$ cat config.mk
export PLATFORM = sky130hd
export DESIGN_NAME = ffrn_ctrl
export DESIGN_NICKNAME = d
export VERILOG_FILES = /design/src/ffrn_pkg.sv /design/src/ffrn_ctrl.sv
export SDC_FILE = /design/constraint.sdc
export NUM_CORES = 1
export LEC_CHECK = 0
export BUFFER_PORTS_ARGS = -buffer_cell sky130_fd_sc_hd__buf_2
export CAP_MARGIN = 20
export CORE_AREA = 2 2 39 41
export CTS_CLUSTER_SIZE = 10
export DETAILED_ROUTE_END_ITERATION = 6
export DIE_AREA = 0 0 41 43
export SYNTH_ARGS = -nofsm -noshare
export SYNTH_HDL_FRONTEND = slang
export SYNTH_SLANG_ARGS = --single-unit
$ cat constraint.sdc
create_clock -name clock -period 1.4 [get_ports clock]
set_input_delay 0.07 -clock clock [delete_from_list [all_inputs] [get_ports clock]]
set_output_delay 0.07 -clock clock [all_outputs]
set_load 0.1 [all_outputs]
$ cat src/ffrn_pkg.sv
// shared types and constants for the flat-field reference normalizer
// no dependencies
package ffrn_pkg;

   localparam int MaxBands   = 32;
   localparam int MaxWidth   = 2048;
   localparam int SampleBits = 16;
   localparam int BandBits   = 5;
   localparam int ColBits    = 11;
   localparam int AddrBits   = BandBits + ColBits;
   localparam int SumBits    = 24;
   localparam int Depth      = MaxBands * MaxWidth;
   localparam logic [SumBits-1:0] SumMax = {SumBits{1'b1}};

   typedef enum logic [1:0] {
      CMD_WHITE = 2'd0,
      CMD_BLACK = 2'd1,
      CMD_NORM  = 2'd2,
      CMD_CLEAR = 2'd3
   } cmd_type;

   typedef enum logic [1:0] {
      REG_WHITE_LINES = 2'd0,
      REG_BLACK_LINES = 2'd1,
      REG_BANDS       = 2'd2,
      REG_WIDTH       = 2'd3
   } reg_type;

   // controller to datapath
   typedef struct packed {
      logic load;       // capture request, start store read
      logic clr_step;   // write zero at sweep address
      logic wb;         // write back updated sums
      logic div_start;  // start the average divisions
      logic qdiv_start; // start the quotient division
      logic finish;     // form the result into the output register
   } ctl_type;

   // datapath to controller
   typedef struct packed {
      logic clr_last;
      logic div_done;
      logic qdiv_done;
      logic is_norm;
      logic ok;
      logic winv;
   } sts_type;

endpackage

$ cat src/ffrn_ctrl.sv
// sequencer: clearing sweep, read, update or divide, result handoff
// depends on ffrn_pkg
module ffrn_ctrl import ffrn_pkg::*; (
   input  logic    clock,
   input  logic    reset,
   input  logic    req_tvalid,
   output logic    req_tready,
   output logic    rsp_tvalid,
   input  logic    rsp_tready,
   input  sts_type sts,
   output ctl_type ctl
);

   typedef enum logic [2:0] {
      ST_CLEAR, ST_IDLE, ST_READ, ST_AVG, ST_QUOT, ST_FIN
   } state_type;

   state_type state_ff, state_in;
   logic      rv_ff, rv_in;

   always_comb begin
      state_in = state_ff;
      rv_in    = rv_ff;
      ctl      = '0;
      if (rv_ff && rsp_tready) rv_in = 1'b0;
      req_tready = 1'b0;
      unique case (state_ff)
         ST_CLEAR: begin
            ctl.clr_step = 1'b1;
            if (sts.clr_last) state_in = ST_IDLE;
         end
         ST_IDLE: begin
            req_tready = 1'b1;
            if (req_tvalid) begin
               ctl.load = 1'b1;
               state_in = ST_READ;
            end
         end
         ST_READ: begin
            if (!sts.is_norm) begin
               ctl.wb   = 1'b1;
               state_in = ST_IDLE;
            end else if (!sts.ok) begin
               state_in = ST_FIN;
            end else begin
               ctl.div_start = 1'b1;
               state_in = ST_AVG;
            end
         end
         ST_AVG: begin
            if (sts.div_done) begin
               if (sts.winv) begin
                  state_in = ST_FIN;
               end else begin
                  ctl.qdiv_start = 1'b1;
                  state_in = ST_QUOT;
               end
            end
         end
         ST_QUOT: begin
            if (sts.qdiv_done) state_in = ST_FIN;
         end
         ST_FIN: begin
            // output register must be free
            if (!rv_ff || rsp_tready) begin
               ctl.finish = 1'b1;
               rv_in      = 1'b1;
               state_in   = ST_IDLE;
            end
         end
         default: state_in = ST_IDLE;
      endcase
   end

   always_ff @(posedge clock) begin
      if (reset) begin
         state_ff <= ST_CLEAR;
         rv_ff    <= 1'b0;
      end else begin
         state_ff <= state_in;
         rv_ff    <= rv_in;
      end
   end

   assign rsp_tvalid = rv_ff;

endmodule

==> results_dict.tcl <==
set metrics [dict create \
    run_status "complete, no violations" \
    met3_usage_pct 4.712 \
    dp_hpwl_um 704.3 \
    min_period_ps 1363 \
    netlist_area_um2 311.5 \
    multi_input_area_um2 266.5 \
    ff2ff_path_depth 5 \
    netlist_top_cells_count "nor2_1 (7), nand2_1 (6), a21oi_1 (4), dfxtp_1 (4)" \
    synth_area_per_cell_um2 7.599 \
    drive_above_1_share_pct 66.67 \
    startpoint_type "flip-flop" \
    synth-seq-area-share_pct 25.70 \
    ir_worst_vdd_mv 0.9389 \
    path_class "reg -> out" \
    maxSlewViolCount 0 \
    rsz0062_at_grt "yes" \
    synth.most_common_cell "nor2_1" \
    crit_end "ctl[5]" \
    worstReg2RegStart "state_ff[1]$_SDFFE_PP0P_" \
    fp.coreArea_um2 1384 \
    ant_nets 0 \
    ys_types 24 \
    rows 14 \
    hold_viol 0 \
    ff2ff_setup_slack_ps 130 \
    crit_cells 4 \
    nFillCells 135 \
    initial_utilization_pct 22.51 \
    die_x_um 41 \
    final_cell_area_um2 649.4 \
    max_slew.worst_pin.slew_ps 482.7 \
    cp_slowest_cell "dfxtp_4" \
    grt_pass1_wl_um 1414 \
    numCtsBuffers 3 \
    antenna_found_initial 0 \
    ys_ff_latch 4 \
    startpoint "state_ff[1]$_SDFFE_PP0P_" \
    max_stage_delay_ps 350 \
    synth_ff_type "dfxtp_1" \
    powerDensity_nw_per_um2 2637 \
    maxCapViolCount 0 \
    wl_per_cell_um 11.29 \
    grt_pass1_vias 326 \
    vias 384 \
    grt_use_met1_pct 15.71 \
    track_usage_pct 12.04 \
    finalSetupViolations 0 \
    seq_area_um2 90.09 \
    cts.sinks 4 \
    synth_top_cell_area_share_pct 25.70 \
    placed_area_um2 568.0 \
    drc 0 \
    worstSetupEndpointType "primary output" \
    die_y_um 43 \
    grt_max_degree 16 \
    gr-max-usage-layer "met2" \
    crit_arrival_ps 1290 \
    nNetsFinal 78 \
    slew-limit-headroom_pct 68.04 \
    clock-root-buffer "clkbuf_4" \
    crit_buf_inv 2 \
    via_per_inst 4.683 \
    n_antenna_cell 0 \
    ioPinCount 18 \
    dr.pass1.iters 4 \
    wl_um 926 \
    whs_ps 47.25 \
    port_buffers 17 \
    ys_warn_count 0 \
    p_leak_nw 0.2686 \
    max_freq_mhz 733.6 \
    power.total_mw 1.713 \
    gp_congestion 0.7308 \
    r2r-end "state_ff[1]$_SDFFE_PP0P_" \
    worstPathMaxFanout 6 \
    period_share_pct 97.36 \
    drt_iter0_drc 5 \
    synth_area_leaders "dfxtp_1 (26%), nor2_1 (8.4%), nand2_1 (7.2%), a21oi_1 (6.4%), a31oi_2 (4.0%)" \
    gr-usage-met2_pct 16.56 \
    fin_skew_ps 5.988 \
    hold_buffers 0 \
    worstPathCellList "buf_6, nor3b_4, and2_4, buf_12" \
    syn_to_final_growth_pct 108.4 \
    syn_inst 41 \
    gr-total-overflow 0 \
    ys_async_sr_fraction_pct 0 \
    synth-edff-count 0 \
    cts_tree "yes" \
    cp.required_ps 1330 \
    cts.clk_slew.worst_paths_ps 40 \
    syn-num-nets 51 \
    worstHoldPathType "in -> reg" \
    crit_family "simple AND/OR/NAND/NOR gates" \
    tns_ps 0 \
    yosysTopAreaCell "dfxtp_1" \
    insertion_delay_ps 240 \
    die-area_um2 1763 \
    cts_max_level 1 \
    clk_path_buf_depth 2 \
]
worst min path at each step:
stage	from	endpoint	cells after the start
after floorplan	reset	rsp_tvalid$_SDFF_PP0_	1
after global placement	reset	rsp_tvalid$_SDFF_PP0_	2
after detailed placement	reset	rsp_tvalid$_SDFF_PP0_	2
after CTS	reset	rsp_tvalid$_SDFF_PP0_	2
after global routing	reset	state_ff[1]$_SDFFE_PP0P_	2
final	reset	state_ff[2]$_SDFFE_PP0P_	2
state kept, by name (all words and copies together) (netlist names):
name / cells
state_ff: 3
rsp_tvalid: 1
area by class of cell:
cell class	count	area share, %
Multi-Input combinational cell	34	41.04
Timing Repair Buffer	24	37.96
Sequential cell	4	13.87
Clock buffer	3	3.468
Tap cell	16	3.083
Inverter	1	0.5780
routing by layer:
metal | vias to the layer above | wire length (µm)
met4 | 0 | 0
met3 | 0 | 47
met2 | 12 | 493
met1 | 174 | 385
li1 | 198 | -
met5 | - | 0
where the power goes:
group	internal, mW	switching, mW
sequential	0.172	0.0951
clock	0.0960	0.0482
combinational	0.541	0.760
total	0.809	0.904
placed cells by master, fill, tap and decap left out:
cell,n
nand2_2,1
and3b_1,1
a21oi_1,4
dfxtp_4,2
nand3_1,1
o21ai_2,1
buf_2,10
nand2b_1,1
nor4_2,1
and2_4,1
nor3_2,1
a41o_1,1
nand2_1,5
buf_4,6
and3_2,1
clkbuf_4,3
mux2i_1,1
buf_6,1
a31oi_2,1
nor2_4,4
inv_1,1
a41oi_1,1
buf_12,7
nor2b_4,1
a311oi_1,1
a22o_1,1
nor3b_4,1
nand4_1,1
nor2_1,3
dfxtp_2,2
cell families (layout without fill, tap and decap cells):
kind of cell,Yosys count,in the layout,synth area share [%]
AOI/OAI and AO/OA,10,10,24.90
buffers and inverters,3,28,6.423
DFF,4,4,25.70
muxes,1,1,3.213
and+or+nand+nor,23,23,39.76
stage by stage:
stage,util [%],worst slack (ps),std cells
floorplan,-,-477.5,41
global placement,41.05,82.34,75
detailed placement,41.05,-12.80,75
CTS,43.31,3.424,78
global route,46.93,-30.01,82
finish,46.93,36.90,82
repair_timing:
item / 4_1_cts / 5_1_grt
setup buffers: 0 / 4
pin swaps: 1 / 5
setup endpoints to repair: 7 / 5
gates resized for setup: 4 / 6
endpoints found under the hold margin: 0 / 0
No activity file was read; power rests on OpenSTA's default activity.
